==> src/sv/ppmfd_pkg.sv <==
// ----------------------------------------------------------------------------
// PPM frame decoder package
// Shared types and constants for the PPM frame decoder block.
// ----------------------------------------------------------------------------
package ppmfd_pkg;

    // Register indexes (word addresses on the configuration port).
    localparam int unsigned REG_AW = 2;
    localparam logic [REG_AW-1:0] REG_VERIFY_MODE    = 2'd0;
    localparam logic [REG_AW-1:0] REG_FIXED_CHANNELS = 2'd1;
    localparam logic [REG_AW-1:0] REG_AUTO_PACKETS   = 2'd2;
    localparam logic [REG_AW-1:0] REG_SERVO_CHANNEL  = 2'd3;

    // Packet verification modes.
    localparam logic [1:0] MODE_NONE    = 2'd0;
    localparam logic [1:0] MODE_FIRST_N = 2'd1;
    localparam logic [1:0] MODE_EXACT_N = 2'd2;
    localparam logic [1:0] MODE_AUTO    = 2'd3;

    // A length at or above this many microseconds is a sync pause.
    localparam logic [15:0] SYNC_US = 16'd3000;

    // Reciprocal of three scaled by 2^17, rounded up; exact for 17-bit values.
    localparam logic [16:0] RECIP_3 = 17'd43691;

    // No packet emits more than this many channel items.
    localparam int unsigned MAX_ITEMS = 8;

    // Commands from the controller to the datapath.
    typedef struct packed {
        logic load;   // capture accepted: form the tick difference
        logic calc;   // convert ticks to microseconds
        logic eval;   // classify the edge, update state, load first result
        logic next;   // result taken and more follow: load the next channel
    } t_dp_cmd;

    // Status from the datapath to the controller.
    typedef struct packed {
        logic out_last;  // the result held in the output register is the final one
    } t_dp_status;

endpackage

==> src/sv/ppmfd_regs.sv <==
// ----------------------------------------------------------------------------
// PPM frame decoder configuration registers
// APB-style register file holding the four decoder settings.
// ----------------------------------------------------------------------------
module ppmfd_regs (
    input  logic        i_clk,
    input  logic        i_rst_n,
    input  logic        psel,
    input  logic        penable,
    input  logic        pwrite,
    input  logic [3:0]  paddr,
    input  logic [31:0] pwdata,
    output logic [31:0] prdata,
    output logic        pready,
    output logic [1:0]  o_verify_mode,
    output logic [3:0]  o_fixed_channels,
    output logic [3:0]  o_auto_packets,
    output logic [3:0]  o_servo_channel
);

    logic [1:0] r_verify_mode;
    logic [3:0] r_fixed_channels;
    logic [3:0] r_auto_packets;
    logic [3:0] r_servo_channel;
    logic       wr_en;
    logic [ppmfd_pkg::REG_AW-1:0] reg_idx;

    assign pready  = 1'b1;
    assign wr_en   = psel && penable && pwrite;
    assign reg_idx = paddr[3:2];

    always_ff @(posedge i_clk) begin
        if (!i_rst_n) begin
            r_verify_mode    <= '0;
            r_fixed_channels <= '0;
            r_auto_packets   <= '0;
            r_servo_channel  <= '0;
        end else if (wr_en) begin
            unique case (reg_idx)
                ppmfd_pkg::REG_VERIFY_MODE:    r_verify_mode    <= pwdata[1:0];
                ppmfd_pkg::REG_FIXED_CHANNELS: r_fixed_channels <= pwdata[3:0];
                ppmfd_pkg::REG_AUTO_PACKETS:   r_auto_packets   <= pwdata[3:0];
                ppmfd_pkg::REG_SERVO_CHANNEL:  r_servo_channel  <= pwdata[3:0];
                default: begin
                end
            endcase
        end
    end

    always_comb begin
        prdata = '0;
        unique case (reg_idx)
            ppmfd_pkg::REG_VERIFY_MODE:    prdata = {30'd0, r_verify_mode};
            ppmfd_pkg::REG_FIXED_CHANNELS: prdata = {28'd0, r_fixed_channels};
            ppmfd_pkg::REG_AUTO_PACKETS:   prdata = {28'd0, r_auto_packets};
            ppmfd_pkg::REG_SERVO_CHANNEL:  prdata = {28'd0, r_servo_channel};
            default:                       prdata = '0;
        endcase
    end

    assign o_verify_mode    = r_verify_mode;
    assign o_fixed_channels = r_fixed_channels;
    assign o_auto_packets   = r_auto_packets;
    assign o_servo_channel  = r_servo_channel;

endmodule

==> src/sv/ppmfd_ctrl.sv <==
// ----------------------------------------------------------------------------
// PPM frame decoder controller
// State machine sequencing capture, conversion, evaluation and result output.
// ----------------------------------------------------------------------------
module ppmfd_ctrl (
    input  logic                  i_clk,
    input  logic                  i_rst_n,
    input  logic                  i_in_valid,
    input  logic                  i_out_ready,
    input  ppmfd_pkg::t_dp_status i_status,
    output ppmfd_pkg::t_dp_cmd    o_cmd,
    output logic                  o_in_ready,
    output logic                  o_out_valid
);

    localparam logic [1:0] S_IDLE = 2'd0;
    localparam logic [1:0] S_LEN  = 2'd1;
    localparam logic [1:0] S_EVAL = 2'd2;
    localparam logic [1:0] S_OUT  = 2'd3;

    logic [1:0] r_state;
    logic [1:0] n_state;
    logic       in_take;
    logic       out_take;

    assign o_in_ready  = (r_state == S_IDLE);
    assign o_out_valid = (r_state == S_OUT);
    assign in_take     = i_in_valid && o_in_ready;
    assign out_take    = o_out_valid && i_out_ready;

    always_comb begin
        n_state = r_state;
        unique case (r_state)
            S_IDLE: if (in_take) n_state = S_LEN;
            S_LEN:  n_state = S_EVAL;
            S_EVAL: n_state = S_OUT;
            S_OUT:  if (out_take && i_status.out_last) n_state = S_IDLE;
            default: n_state = S_IDLE;
        endcase
    end

    always_ff @(posedge i_clk) begin
        if (!i_rst_n) begin
            r_state <= S_IDLE;
        end else begin
            r_state <= n_state;
        end
    end

    assign o_cmd.load = in_take;
    assign o_cmd.calc = (r_state == S_LEN);
    assign o_cmd.eval = (r_state == S_EVAL);
    assign o_cmd.next = out_take && !i_status.out_last;

endmodule

==> src/sv/ppmfd_dpath.sv <==
// ----------------------------------------------------------------------------
// PPM frame decoder datapath
// Tick conversion, pulse buffer, packet verification and output register.
// ----------------------------------------------------------------------------
module ppmfd_dpath #(
    parameter int unsigned CHANNEL_SLOTS = 8
) (
    input  logic                  i_clk,
    input  logic                  i_rst_n,
    input  ppmfd_pkg::t_dp_cmd    i_cmd,
    output ppmfd_pkg::t_dp_status o_status,
    input  logic [15:0]           i_capture_time,
    input  logic [1:0]            i_verify_mode,
    input  logic [3:0]            i_fixed_channels,
    input  logic [3:0]            i_auto_packets,
    input  logic [3:0]            i_servo_channel,
    output logic                  o_item_kind,
    output logic [2:0]            o_channel_index,
    output logic [11:0]           o_pulse_us,
    output logic [3:0]            o_packet_channels,
    output logic                  o_servo_pin,
    output logic                  o_last
);

    localparam int unsigned BUF_AW = (CHANNEL_SLOTS > 1) ? $clog2(CHANNEL_SLOTS) : 1;
    localparam int unsigned CAP    = (CHANNEL_SLOTS < ppmfd_pkg::MAX_ITEMS) ?
                                     CHANNEL_SLOTS : ppmfd_pkg::MAX_ITEMS;

    // Edge state
    logic [15:0] r_prev_capture;
    logic [16:0] r_ticks2;
    logic [15:0] r_len;
    logic [7:0]  r_pulse_count;
    logic [7:0]  r_prev_packet_count;
    logic [3:0]  r_countdown;
    logic        r_servo;
    logic [11:0] r_buffer [CHANNEL_SLOTS];

    // Output register
    logic        r_out_kind;
    logic [2:0]  r_out_index;
    logic [11:0] r_out_pulse;
    logic [3:0]  r_out_count;
    logic        r_out_last;

    logic [33:0] product;
    logic        is_sync;
    logic [7:0]  pc_inc;
    logic [7:0]  n_count;
    logic [7:0]  n_prev_packet_count;
    logic [3:0]  n_countdown;
    logic [3:0]  n_cap;
    logic [2:0]  idx_next;
    logic [7:0]  servo_lo;

    assign product  = r_ticks2 * ppmfd_pkg::RECIP_3;
    assign is_sync  = (r_len >= ppmfd_pkg::SYNC_US);
    assign pc_inc   = (r_pulse_count != 8'hFF) ? r_pulse_count + 8'd1 : r_pulse_count;
    assign idx_next = r_out_index + 3'd1;
    assign servo_lo = {4'd0, i_servo_channel - 4'd1};

    // Verification of the pulse count at a sync pause.
    always_comb begin
        n_count             = r_pulse_count;
        n_prev_packet_count = r_prev_packet_count;
        n_countdown         = r_countdown;
        unique case (i_verify_mode)
            ppmfd_pkg::MODE_FIRST_N: begin
                if (r_pulse_count > {4'd0, i_fixed_channels}) begin
                    n_count = {4'd0, i_fixed_channels};
                end
            end
            ppmfd_pkg::MODE_EXACT_N: begin
                if (r_pulse_count != {4'd0, i_fixed_channels}) begin
                    n_count = '0;
                end
            end
            ppmfd_pkg::MODE_AUTO: begin
                if (r_pulse_count != r_prev_packet_count) begin
                    n_prev_packet_count = r_pulse_count;
                    n_countdown         = i_auto_packets;
                    n_count             = '0;
                end else if (r_countdown != 4'd0) begin
                    n_countdown = r_countdown - 4'd1;
                    n_count     = '0;
                end
            end
            default: begin
            end
        endcase
        n_cap = (n_count > 8'(CAP)) ? 4'(CAP) : n_count[3:0];
    end

    always_ff @(posedge i_clk) begin
        if (!i_rst_n) begin
            r_prev_capture      <= '0;
            r_pulse_count       <= '0;
            r_prev_packet_count <= '0;
            r_countdown         <= '0;
            r_servo             <= 1'b0;
        end else begin
            if (i_cmd.load) begin
                r_prev_capture <= i_capture_time;
            end
            if (i_cmd.eval) begin
                if (is_sync) begin
                    r_prev_packet_count <= n_prev_packet_count;
                    r_countdown         <= n_countdown;
                    r_pulse_count       <= '0;
                    if (i_servo_channel == 4'd1) begin
                        r_servo <= 1'b1;
                    end
                end else begin
                    r_pulse_count <= pc_inc;
                    if (i_servo_channel != 4'd0) begin
                        if (pc_inc == servo_lo) begin
                            r_servo <= 1'b1;
                        end else if (pc_inc == {4'd0, i_servo_channel}) begin
                            r_servo <= 1'b0;
                        end
                    end
                end
            end
        end
    end

    // Payload registers: no reset needed.
    always_ff @(posedge i_clk) begin
        if (i_cmd.load) begin
            r_ticks2 <= {i_capture_time - r_prev_capture, 1'b0};
        end
        if (i_cmd.calc) begin
            r_len <= product[32:17];
        end
        if (i_cmd.eval) begin
            r_out_index <= '0;
            if (is_sync) begin
                r_out_kind  <= (n_cap != 4'd0);
                r_out_pulse <= (n_cap != 4'd0) ? r_buffer[BUF_AW'(3'd0)] : 12'd0;
                r_out_count <= n_cap;
                r_out_last  <= (n_cap <= 4'd1);
            end else begin
                if (r_pulse_count < 8'(CHANNEL_SLOTS)) begin
                    r_buffer[r_pulse_count[BUF_AW-1:0]] <= r_len[11:0];
                end
                r_out_kind  <= 1'b0;
                r_out_pulse <= '0;
                r_out_count <= '0;
                r_out_last  <= 1'b1;
            end
        end
        if (i_cmd.next) begin
            r_out_index <= idx_next;
            r_out_pulse <= r_buffer[BUF_AW'(idx_next)];
            r_out_last  <= ({1'b0, idx_next} + 4'd1 == r_out_count);
        end
    end

    assign o_status.out_last = r_out_last;
    assign o_item_kind       = r_out_kind;
    assign o_channel_index   = r_out_index;
    assign o_pulse_us        = r_out_pulse;
    assign o_packet_channels = r_out_count;
    assign o_servo_pin       = r_servo;
    assign o_last            = r_out_last;

endmodule

==> src/sv/ppm_frame_decoder_unit.sv <==
// ----------------------------------------------------------------------------
// PPM frame decoder unit
// Decodes RC receiver PPM edge timestamps into verified channel packets.
// ----------------------------------------------------------------------------
// Each request on the input channel carries a 16-bit timer capture taken at a
// PPM edge, the timer ticking 1.5 times per microsecond. The unit takes the
// modulo-2^16 difference to the previous capture and converts it to whole
// microseconds. A length below 3000 us is a channel pulse, which is stored in
// the pulse buffer and answered by one status request; a longer length is a
// sync pause, at which the packet is verified in the configured mode and
// either its channels are sent (one request per channel, last flagging the
// final one) or a single status request is sent. The servo pin output mirrors
// the configured channel. Each capture passes through accept, conversion
// multiply and evaluation, then its results are sent one by one; a sync edge
// releases up to eight channels, and the output side may stall the unit. The
// controller works on one capture at a time, taking no new capture until the
// last result is taken, and walks the pulse buffer one entry per cycle while
// results are taken. Configuration must be written while the unit is idle.
// ----------------------------------------------------------------------------
module ppm_frame_decoder_unit #(
    parameter int unsigned CHANNEL_SLOTS = 8
) (
    input  logic        i_clk,
    input  logic        i_rst_n,
    // Capture input channel
    input  logic        i_in_valid,
    output logic        o_in_ready,
    input  logic [15:0] i_capture_time,
    // Result output channel
    output logic        o_out_valid,
    input  logic        i_out_ready,
    output logic        o_item_kind,
    output logic [2:0]  o_channel_index,
    output logic [11:0] o_pulse_us,
    output logic [3:0]  o_packet_channels,
    output logic        o_servo_pin,
    output logic        o_last,
    // Configuration port
    input  logic        psel,
    input  logic        penable,
    input  logic        pwrite,
    input  logic [3:0]  paddr,
    input  logic [31:0] pwdata,
    output logic [31:0] prdata,
    output logic        pready
);

    // Settings held by the register file.
    logic [1:0] verify_mode;
    logic [3:0] fixed_channels;
    logic [3:0] auto_packets;
    logic [3:0] servo_channel;

    // The controller and datapath talk only through these two bundles.
    ppmfd_pkg::t_dp_cmd    dp_cmd;
    ppmfd_pkg::t_dp_status dp_status;

    ppmfd_regs u_regs (
        .i_clk            (i_clk),
        .i_rst_n          (i_rst_n),
        .psel             (psel),
        .penable          (penable),
        .pwrite           (pwrite),
        .paddr            (paddr),
        .pwdata           (pwdata),
        .prdata           (prdata),
        .pready           (pready),
        .o_verify_mode    (verify_mode),
        .o_fixed_channels (fixed_channels),
        .o_auto_packets   (auto_packets),
        .o_servo_channel  (servo_channel)
    );

    // The controller steps each capture through conversion and evaluation,
    // then holds the output valid until every result has been taken.
    ppmfd_ctrl u_ctrl (
        .i_clk       (i_clk),
        .i_rst_n     (i_rst_n),
        .i_in_valid  (i_in_valid),
        .i_out_ready (i_out_ready),
        .i_status    (dp_status),
        .o_cmd       (dp_cmd),
        .o_in_ready  (o_in_ready),
        .o_out_valid (o_out_valid)
    );

    ppmfd_dpath #(
        .CHANNEL_SLOTS (CHANNEL_SLOTS)
    ) u_dpath (
        .i_clk             (i_clk),
        .i_rst_n           (i_rst_n),
        .i_cmd             (dp_cmd),
        .o_status          (dp_status),
        .i_capture_time    (i_capture_time),
        .i_verify_mode     (verify_mode),
        .i_fixed_channels  (fixed_channels),
        .i_auto_packets    (auto_packets),
        .i_servo_channel   (servo_channel),
        .o_item_kind       (o_item_kind),
        .o_channel_index   (o_channel_index),
        .o_pulse_us        (o_pulse_us),
        .o_packet_channels (o_packet_channels),
        .o_servo_pin       (o_servo_pin),
        .o_last            (o_last)
    );

endmodule
==> config.mk <==
export PLATFORM = sky130hd
export DESIGN_NAME = ppm_frame_decoder_unit
export DESIGN_NICKNAME = d
export VERILOG_FILES = /design/src/sv/ppmfd_pkg.sv /design/src/sv/ppmfd_regs.sv /design/src/sv/ppmfd_ctrl.sv /design/src/sv/ppmfd_dpath.sv /design/src/sv/ppm_frame_decoder_unit.sv
export SDC_FILE = /design/constraint.sdc
export NUM_CORES = 1
export LEC_CHECK = 0
export BUFFER_PORTS_ARGS = -buffer_cell sky130_fd_sc_hd__buf_4
export CORE_MARGIN = 2
export CORE_UTILIZATION = 35
export DETAILED_ROUTE_END_ITERATION = 16
export PLACE_DENSITY = 0.56
export SLEW_MARGIN = 20
export SYNTH_ARGS = -nofsm -noshare
export SYNTH_HDL_FRONTEND = slang
export SYNTH_SLANG_ARGS = --single-unit
export TNS_END_PERCENT = 10
==> constraint.sdc <==
create_clock -name i_clk -period 7.4 [get_ports i_clk]
set_input_delay 1.85 -clock i_clk [delete_from_list [all_inputs] [get_ports i_clk]]
set_output_delay 1.85 -clock i_clk [all_outputs]
set_load 0.03 [all_outputs]
# [Yosys cells after proc, flatten, opt, wreduce, memory -nomap -nowiden]
# Memories as Yosys holds them, arrays and structs flattened.
# Cells that the tools add are included.
[totals] regBits=106 latchBits=0 ram_bits=96 romBits=0 in_bits=59 output_inout_bits=57 wordCells=105 n_memories=1
[classes] addsub=6 multipliers=1 n_div=0 magnitude_cmp=5 n_eq_ne=19 shift=0 n_mux=32 n_bitwise=0 n_reduce_logical=24
[memory_table] name="u_dpath.r_buffer" words=8 word_bits=12 read_ports=2 rd_ports_with_merged_regs=0 write_ports=1 line_no="ppmfd_dpath.sv:37" source="logic [11:0] r_buffer [CHANNEL_SLOTS];"
[op_table] op="case mux 32 bit (4 select lines)" n=1
[op_table] op="two-way mux 12 bit" n=4
[op_table] op="two-way mux 8 bit" n=6
[op_table] op="multiplier 16 x 16 -> 32 bit (second input constant)" n=1
[op_table] op="case mux 8 bit (3 select lines)" n=1
[op_table] op="equality test 8 x 4 -> 1 bit" n=2
[op_table] op="greater-or-equal comparator 16 x 12 -> 1 bit (second input constant)" n=1
[op_table] op="subtractor 16 bit" n=1
[op_table] op="equality test 2 bit (second input constant)" n=6
[op_table] op="two-way mux 1 bit" n=12
[op_table] op="two-way mux 4 bit" n=3
[op_table] op="AND reduction 4 bit" n=3
[op_table] op="nonzero test 4 bit" n=3
[op_table] op="AND reduction 2 bit" n=5
[op_table] op="adder 8 x 1 -> 8 bit (second input constant)" n=1
[op_table] op="greater-than comparator 8 x 4 -> 1 bit" n=1
[op_table] op="greater-than comparator 8 x 4 -> 1 bit (second input constant)" n=1
[op_table] op="< comparator 8 x 4 -> 1 bit (second input constant)" n=1
[op_table] op="!= test 8 x 4 -> 1 bit" n=1
[op_table] op="!= test 8 bit" n=1
[op_table] op="!= test 8 bit (second input constant)" n=1
[op_table] op="case mux 2 bit (4 select lines)" n=1
[op_table] op="subtractor 4 x 1 -> 4 bit (second input constant)" n=2
[op_table] op="equality test 2 x 1 -> 1 bit (second input constant)" n=3
[op_table] op="13 further kinds" n=25

# [Depth between registers and ports, before layout]
# Gate-level depths: netlist (run 1).
[logic_depth] depth_word=11 ltp_mapped=20

# [Cells and area by module]
# Synthesis (run 1) repeated with hierarchy kept, for this count alone.
[hier_totals] cells_unflattened=1254 hier_area_um2=14211.1
[modules_own_cells] mod="ppmfd_dpath" n_inst=1 cells_per_inst=1139 area_each_um2=13140.1
[modules_own_cells] mod="ppmfd_regs" n_inst=1 cells_per_inst=95 area_each_um2=894.6
[modules_own_cells] mod="ppmfd_ctrl" n_inst=1 cells_per_inst=20 area_each_um2=176.4

# [Worst setup path before layout (run 1)]
# Ideal clock, no wire load.
[synth_timing] path_type="flip-flop to flip-flop" from="register u_dpath.r_ticks2[5]" to="register u_dpath.r_len[12], data pin" setup_ps=263 arrival_ps=5089 required_time_ps=7137 setup_slack_ps=2048 stages_incl_launch_ff=20 n_path_buf=0 synth_period_minus_slack_ps=5352 cell_sequence="edfxtp_1 ha_1 fa_1 inv_1 fa_1 inv_1 fa_1 inv_1 fa_1 inv_1 ha_1 ha_1 and2_1 a221o_1 a21oi_1 o21ai_0 a21oi_2 o21ai_2 o41ai_2 xnor2_1"
[synth_between] elab_chain_cells=1
[synth_rtl] item="start: declaration" line_no="ppmfd_dpath.sv:31" source="logic [16:0] r_ticks2;"
[synth_rtl] item="start signal: assignment" line_no="ppmfd_dpath.sv:130" source="r_ticks2 <= {i_capture_time - r_prev_capture, 1'b0};"
[synth_rtl] item="multiplier 16 x 16 -> 32 bit" line_no="ppmfd_dpath.sv:56" source="assign product = r_ticks2 * ppmfd_pkg::RECIP_3;"
[synth_rtl] item="named net u_dpath.product[29]" line_no="ppmfd_dpath.sv:46" source="logic [33:0] product;"
[synth_rtl] item="end signal: assignment" line_no="ppmfd_dpath.sv:133" source="r_len <= product[32:17];"
[synth_rtl] item="end: declaration" line_no="ppmfd_dpath.sv:32" source="logic [15:0] r_len;"
# The timed path passes the listed nets, and every way through them passes these cells.
# A chain may end at the register's enable or synchronous reset.

# [Worst setup path after layout (run 1)]
[layout_timing] from="register u_dpath.r_ticks2[2]" to="register u_dpath.r_len[13], data pin"
# The elaborated chain is that of the path after synthesis.

==> impl_metrics.json, run 1 <==
{
  "ys_ff_latch": 202,
  "place_hpwl_um": 21630,
  "start_util": 0.3547,
  "path_class": "register to register",
  "min_path_cells": 2,
  "dpl_cell_area_um2": 15020,
  "min_from": "u_dpath.r_prev_capture[2]$_SDFFE_PN0P_",
  "via_count": 8794,
  "place_congestion": 0.8681,
  "min_to": "u_dpath.r_prev_capture[2]$_SDFFE_PN0P_",
  "mostFrequentLayoutCell": "inv_1",
  "ys_async_sr_fraction": 0,
  "mostFrequentLayoutCells": "inv_1, ha_1, edfxtp_1",
  "post_cts_buffers": 0,
  "path_max_fanout": 7,
  "wire_per_inst_um": 15.09,
  "cts-htree-levels": 1,
  "syn_avg_cell_area_um2": 11.18,
  "finalSetupViolCount": 0,
  "nNetsFinal": 1617,
  "timing.rr.start": "u_dpath.r_ticks2[2]$_DFFE_PP_",
  "cpMostUsedCell": "fa_1",
  "crit_buf_inv": 3,
  "overflow": 0,
  "ys_types": 75,
  "cts_sinks": 202,
  "cts_max_path_buffers": 3,
  "worst_pin_slew_ns": 0.9977,
  "grt_max_degree": 44,
  "io_pins": 116,
  "synth.top_cells.by_area": "edfxtp_1, ha_1, fa_1, dfxtp_1, inv_1",
  "port_buffers": 56,
  "insertion_delay_ns": 0.52,
  "path_delay_family": "adder cells",
  "antenna_found_initial": 0,
  "clk_pin_slew_ns": 0.06,
  "ant_nets": 0,
  "r2r-end": "u_dpath.r_len[13]$_DFFE_PN_",
  "cts_tree": "built",
  "die_x_um": 204.9,
  "cts_hold_buf": 0,
  "crit_slowest_cell": "edfxtp_1",
  "syn_inst": 1263,
  "rsz0062_at_grt": "false",
  "fmaxAchievable_mhz": 170.2,
  "synthFlopType": "edfxtp_1",
  "diodes": 0,
  "post-route-period-util": 0.7940,
  "worstPathRequired_ns": 7.73,
  "synth_top_area_cell": "edfxtp_1",
  "yosysTopAreaCellShare": 0.3167,
  "finalSetupTns_ns": 0,
  "yosysSeqAreaShare": 0.3919,
  "fillerInstances": 3891,
  "row_count": 73,
  "drt-initial-drc-count": 430,
  "grt_pass1_vias": 8896,
  "coreArea_um2": 39820,
  "grt_pass1_wl_um": 46310,
  "cts_resized": 0,
  "via_per_inst": 4.725,
  "worstSetupStartpointType": "register",
  "drive_above_1_share": 0.1093,
  "final_core_util": 0.3968,
  "yosys_warnings": 0,
  "reg2reg_depth": 20,
  "synth_area_um2": 14130,
  "max_stage_delay_ns": 0.54,
  "rrSetupSlack_ns": 1.52,
  "fp.dieArea_um2": 41980,
  "design_area_um2": 15800,
  "fin_skew_ns": 0.01815,
  "period_minus_slack_ns": 5.876,
  "synth_edf_count": 149,
  "numCtsBuffers": 22,
  "slew_viol_final": 0,
  "grt_util_all_layers": 0.1382,
  "die_y_um": 204.9,
  "cap_viol_max_count": 0,
  "routed_wl_um": 28090,
  "hold_class": "register to register",
  "path_cells": "ha_1 -> xor2_1 -> ha_1 -> a21oi_1 -> fa_1 -> inv_1 -> fa_1 -> fa_1 -> inv_1 -> fa_1 -> inv_1 -> ha_1 -> nand4_1 -> a21oi_1 -> nand3b_1 -> o21ai_1 -> a21oi_2 -> o21ai_2 -> a21oi_1 -> a311oi_1",
  "hold_viol_final": 0,
  "root_buffer": "clkbuf_16",
  "drtPass1Iterations": 4,
  "syn_to_final_growth_pct": 11.87,
  "outcome": "complete, no violations",
  "worstPathArrival_ns": 6.21,
  "worstSetupEndpointType": "register",
  "drc": 0,
  "max-slew-margin-rel": 0.3308
}
==> Yosys cell counts, drive strengths merged (4+ instances only) <==
library cell,n
mux2i,25
buf,41
a31o,4
and3,9
a21boi,18
mux4,26
inv,211
fa,78
dfxtp,53
o31ai,4
o211ai,4
a21oi,40
a31oi,4
xnor2,46
edfxtp,149
nor2b,29
a22oi,15
o21bai,4
nand3,20
o21a,5
nor2,58
nand4,6
nand2b,8
clkbuf,19
or4,4
nor3b,7
nand2,79
xor2,15
and2,11
o21ai,47
ha,159
or3,5
nor3,13
==> layer usage <==
metal	vias to the layer above	global-route usage	share of wire
met5	-	0	0
met4	0	0.03469	0.024
met3	43	0.01734	0.034
met2	141	0.2396	0.49
met1	4222	0.1827	0.45
li1	4388	-	-
==> sequential cells by signal, indices dropped and copies added (netlist names) <==
| signal | flops |
|---|---|
| u_dpath.r_buffer | 96 |
| u_dpath.r_len | 16 |
| u_dpath.r_prev_capture | 16 |
| u_dpath.r_ticks2 | 16 |
| u_dpath.o_pulse_us | 12 |
| u_dpath.r_prev_packet_count | 8 |
| u_dpath.r_pulse_count | 8 |
| u_dpath.o_packet_channels | 4 |
| u_dpath.r_countdown | 4 |
| u_regs.o_auto_packets | 4 |
| u_regs.o_fixed_channels | 4 |
| u_regs.o_servo_channel | 4 |
| u_dpath.o_channel_index | 3 |
| u_ctrl.r_state | 2 |
| u_regs.o_verify_mode | 2 |
| u_dpath.o_item_kind | 1 |
| u_dpath.o_last | 1 |
| u_dpath.o_servo_pin | 1 |
==> worst register-to-register path, delay by kind of cell, from the launching register on <==
kind | cells | cell delay, ns
AOI/OAI and AO/OA | 7 | 1.64
buffers and inverters | 3 | 0.18
and+or+nand+nor | 2 | 0.22
adders and majority gates | 7 | 2.95
xor gates and xnor gates | 1 | 0.18
DFF | 1 | 0.54
==> final cells by class <==
| class | instances | area (µm²) | share of cell area |
|---|---|---|---|
| clock buffers | 29 | 586.8 | 0.03713 |
| repair buffers | 67 | 503.0 | 0.03183 |
| inverters | 212 | 795.8 | 0.05036 |
| multi-input cells | 816 | 7532 | 0.4766 |
| clock inverters | 10 | 192.7 | 0.01219 |
| flip-flops and latches | 202 | 5535 | 0.3503 |
| well taps | 525 | 656.9 | 0.04157 |
==> how the worst max path moves through the flow <==
stage	start	end	slack, ns	cells after the start
final	u_dpath.r_ticks2[2]$_DFFE_PP_	u_dpath.r_len[13]$_DFFE_PN_	1.52	20
after global routing	u_dpath.r_ticks2[2]$_DFFE_PP_	u_dpath.r_len[13]$_DFFE_PN_	1.09	20
after CTS	u_dpath.r_ticks2[2]$_DFFE_PP_	u_dpath.r_len[13]$_DFFE_PN_	1.45	20
after detailed placement	u_dpath.r_ticks2[2]$_DFFE_PP_	u_dpath.r_len[13]$_DFFE_PN_	1.46	20
after global placement	u_dpath.r_ticks2[5]$_DFFE_PP_	u_dpath.r_len[13]$_DFFE_PN_	1.54	20
after floorplan	u_dpath.r_ticks2[5]$_DFFE_PP_	u_dpath.r_len[12]$_DFFE_PN_	2.05	19
==> cells by family (layout without fill, tap and decap cells) <==
logic type	Yosys count	in the layout	synth area share
other	2	29	0.0005316
and+or+nand+nor	266	266	0.09548
DFF	202	202	0.3919
buffers and inverters	272	318	0.08246
xor gates and xnor gates	61	61	0.03782
AOI/OAI and AO/OA	170	170	0.07972
muxes	53	53	0.06076
adders and majority gates	237	237	0.2514
==> metrics by stage <==
| step | setup WS [ns] | hold WS [ns] | instances |
|---|---|---|---|
| final | 1.524 | 0.4616 | 1861 |
| after floorplan | 2.048 | 0.4400 | 1290 |
| after global placement | 1.542 | 0.4497 | 1822 |
| after global routing | 1.086 | 0.4825 | 1861 |
| after detailed placement | 1.462 | 0.4580 | 1822 |
| after CTS | 1.451 | 0.4667 | 1861 |
Power of run 1 is not shown: default switching activity piles up to over one toggle a cycle in this logic, so the estimate is an artifact.
==> run 2, diff against run 1 <==
--- a/config.mk
+++ b/config.mk
@@ -5,6 +5,7 @@
 export SDC_FILE = /design/constraint.sdc
 export NUM_CORES = 1
 export LEC_CHECK = 0
+export ABC_AREA = 1
 export BUFFER_PORTS_ARGS = -buffer_cell sky130_fd_sc_hd__buf_4
 export CORE_MARGIN = 2
 export CORE_UTILIZATION = 35
==> constraint.sdc (replaced) <==
create_clock -name i_clk -period 5.71 [get_ports i_clk]
set_input_delay 1.4275 -clock i_clk [delete_from_list [all_inputs] [get_ports i_clk]]
set_output_delay 1.4275 -clock i_clk [all_outputs]
set_load 0.03 [all_outputs]
==> run 2 against run 1 <==
Via count rose by 22%. Maximum frequency rose by 8.9%. Synthesized area rose by 5.5%. Register-to-register slack got worse by 1.2 ns. Critical path type unchanged. Die area rose by 5.4%.
==> impl_metrics.json, run 2 <==
{
  "place_hpwl_um": 25540,
  "drt-initial-drc-count": 565,
  "overflow": 0,
  "fillerInstances": 4222,
  "hold_viol_final": 0,
  "cts_max_path_buffers": 3,
  "synth_edf_count": 149,
  "crit_slowest_cell": "fa_1",
  "nNetsFinal": 2010,
  "synthTopCellsByCount": "inv_1, nand2_1, ha_1, edfxtp_1, nor2_1",
  "yosys_warnings": 0,
  "cts-htree-levels": 1,
  "die_y_um": 210.4,
  "syn_to_final_growth_pct": 11.24,
  "worstPathRequired_ns": 5.98,
  "row_count": 75,
  "drive_above_1_share": 0.09590,
  "numCtsBuffers": 24,
  "fin_skew_ns": 0.01412,
  "ys_async_sr_fraction": 0,
  "coreArea_um2": 41950,
  "finalSetupTns_ns": 0,
  "syn_avg_cell_area_um2": 9.021,
  "grt_pass1_wl_um": 54390,
  "antenna_found_initial": 0,
  "worstSetupEndpointType": "register",
  "clk_pin_slew_ns": 0.05,
  "via_per_inst": 4.735,
  "start_util": 0.3553,
  "cts_tree": "built",
  "yosysSeqAreaShare": 0.3714,
  "fp.dieArea_um2": 44250,
  "worstPathArrival_ns": 5.66,
  "design_area_um2": 16580,
  "mostFrequentLayoutCells": "inv_1, nand2_1, ha_1",
  "cts_hold_buf": 0,
  "finalSetupViolCount": 0,
  "cpMostUsedCell": "inv_1",
  "port_buffers": 56,
  "path_delay_family": "adder cells",
  "ys_types": 51,
  "cts_sinks": 202,
  "largest_register_ffs": 96,
  "dpl_cell_area_um2": 15830,
  "path_class": "register to register",
  "cap_viol_max_count": 0,
  "place_congestion": 0.8875,
  "io_pins": 116,
  "diodes": 0,
  "path_max_fanout": 4,
  "outcome": "complete, no violations",
  "synthFlopType": "edfxtp_1",
  "grt_util_all_layers": 0.1510,
  "drc": 0,
  "slew_viol_final": 0,
  "root_buffer": "clkbuf_16",
  "max-slew-margin-rel": 0.3656,
  "synth_top_area_cell": "edfxtp_1",
  "die_x_um": 210.4,
  "ys_ff_latch": 202,
  "routed_wl_um": 32740,
  "mostFrequentLayoutCell": "inv_1",
  "yosysTopAreaCellShare": 0.3002,
  "grt_max_degree": 67,
  "worst_pin_slew_ns": 0.9470,
  "synth_most_common_cell": "inv_1",
  "max_stage_delay_ns": 0.55,
  "post-route-period-util": 0.9445,
  "worstSetupStartpointType": "register",
  "synth_area_um2": 14900,
  "grt_pass1_vias": 10698,
  "crit_buf_inv": 6,
  "ant_nets": 0,
  "via_count": 10749,
  "hold_class": "register to register",
  "syn_inst": 1652,
  "timing.hold.ws_ns": 0.4536,
  "period_minus_slack_ns": 5.393,
  "wire_per_inst_um": 14.42,
  "fmaxAchievable_mhz": 185.4,
  "synth.top_cells.by_area": "edfxtp_1, ha_1, fa_1, inv_1, dfxtp_1",
  "rsz0062_at_grt": "false",
  "insertion_delay_ns": 0.53,
  "drtPass1Iterations": 5,
  "path_cells": "ha_1 -> xor2_1 -> ha_1 -> inv_1 -> fa_1 -> inv_1 -> fa_1 -> fa_1 -> inv_1 -> fa_1 -> inv_1 -> ha_1 -> nand2_1 -> inv_1 -> nand2_1 -> inv_1 -> a21oi_1 -> nand3_1 -> a21o_1 -> nand2_1 -> nand2_1 -> xor2_1",
  "rrSetupSlack_ns": 0.32
}
-- run 2: cell types whose count changed after synthesis, sizes merged, moves of 29 or more --
cell / delta
a21oi: +64
inv: +107
nand2: +169
nand3: +40
nor2: +82
nor2b: -29
o21ai: +83
xnor2: -32
-- run 2: per-stage QoR --
stage                     std cells    util  setup WS [ns]
after floorplan                1679       -         0.6927
after global placement         2220  0.3769         0.1802
after detailed placement       2220  0.3773         0.1843
after CTS                      2263  0.3937         0.1837
after global routing           2270  0.3952        0.01921
final                          2270  0.3952         0.3169
-- run 2: path summary, 6_finish.rpt --
path | startpoint | end | depth (start not counted)
max reg2reg | u_dpath.r_ticks2[4]$_DFFE_PP_ | u_dpath.r_len[10]$_DFFE_PN_ | 22
min | u_dpath.r_prev_capture[13]$_SDFFE_PN0P_ | u_dpath.r_prev_capture[13]$_SDFFE_PN0P_ | 2
max | u_dpath.r_ticks2[4]$_DFFE_PP_ | u_dpath.r_len[10]$_DFFE_PN_ | 22
min reg2reg | u_dpath.r_prev_capture[13]$_SDFFE_PN0P_ | u_dpath.r_prev_capture[13]$_SDFFE_PN0P_ | 2
-- run 2: kinds of logic after synthesis --
group                      share of synthesized area
AOI/OAI and AO/OA                             0.1049
xor gates and xnor gates                     0.03174
buffers and inverters                         0.1078
DFF                                           0.3714
and+or+nand+nor                               0.1454
other                                      0.0005039
adders and majority gates                     0.2383
-- run 2: cell type report --
type                       instances  area [µm²]  area share
clock buffer                      32       630.6     0.03804
clock inverter                    11       60.06    0.003623
inverter                         321        1207     0.07283
multi-input combinational       1091        7915      0.4774
sequential                       202        5535      0.3339
tap                              539       674.4     0.04068
timing repair buffer              74       555.5     0.03351
-- run 2: per-layer routing --
metal | GRT usage | wire, µm | part of all wire
met5 | 0 | 0 | 0
met4 | 0.04451 | 810 | 0.025
met3 | 0.01818 | 1097 | 0.034
met2 | 0.2585 | 15450 | 0.47
met1 | 0.2007 | 15380 | 0.47
-- run 2: tightest hold or removal path: stages (launching register included) --
cell     delay (ns)
dfxtp_1        0.29
inv_1          0.06
a21oi_1        0.05
-- run 2: timing repair --
item,in CTS,in global routing
setup buffers,0,7
setup endpoints to repair,0,2
gates resized for setup,0,2
Power of run 2 is left out for the same reason.
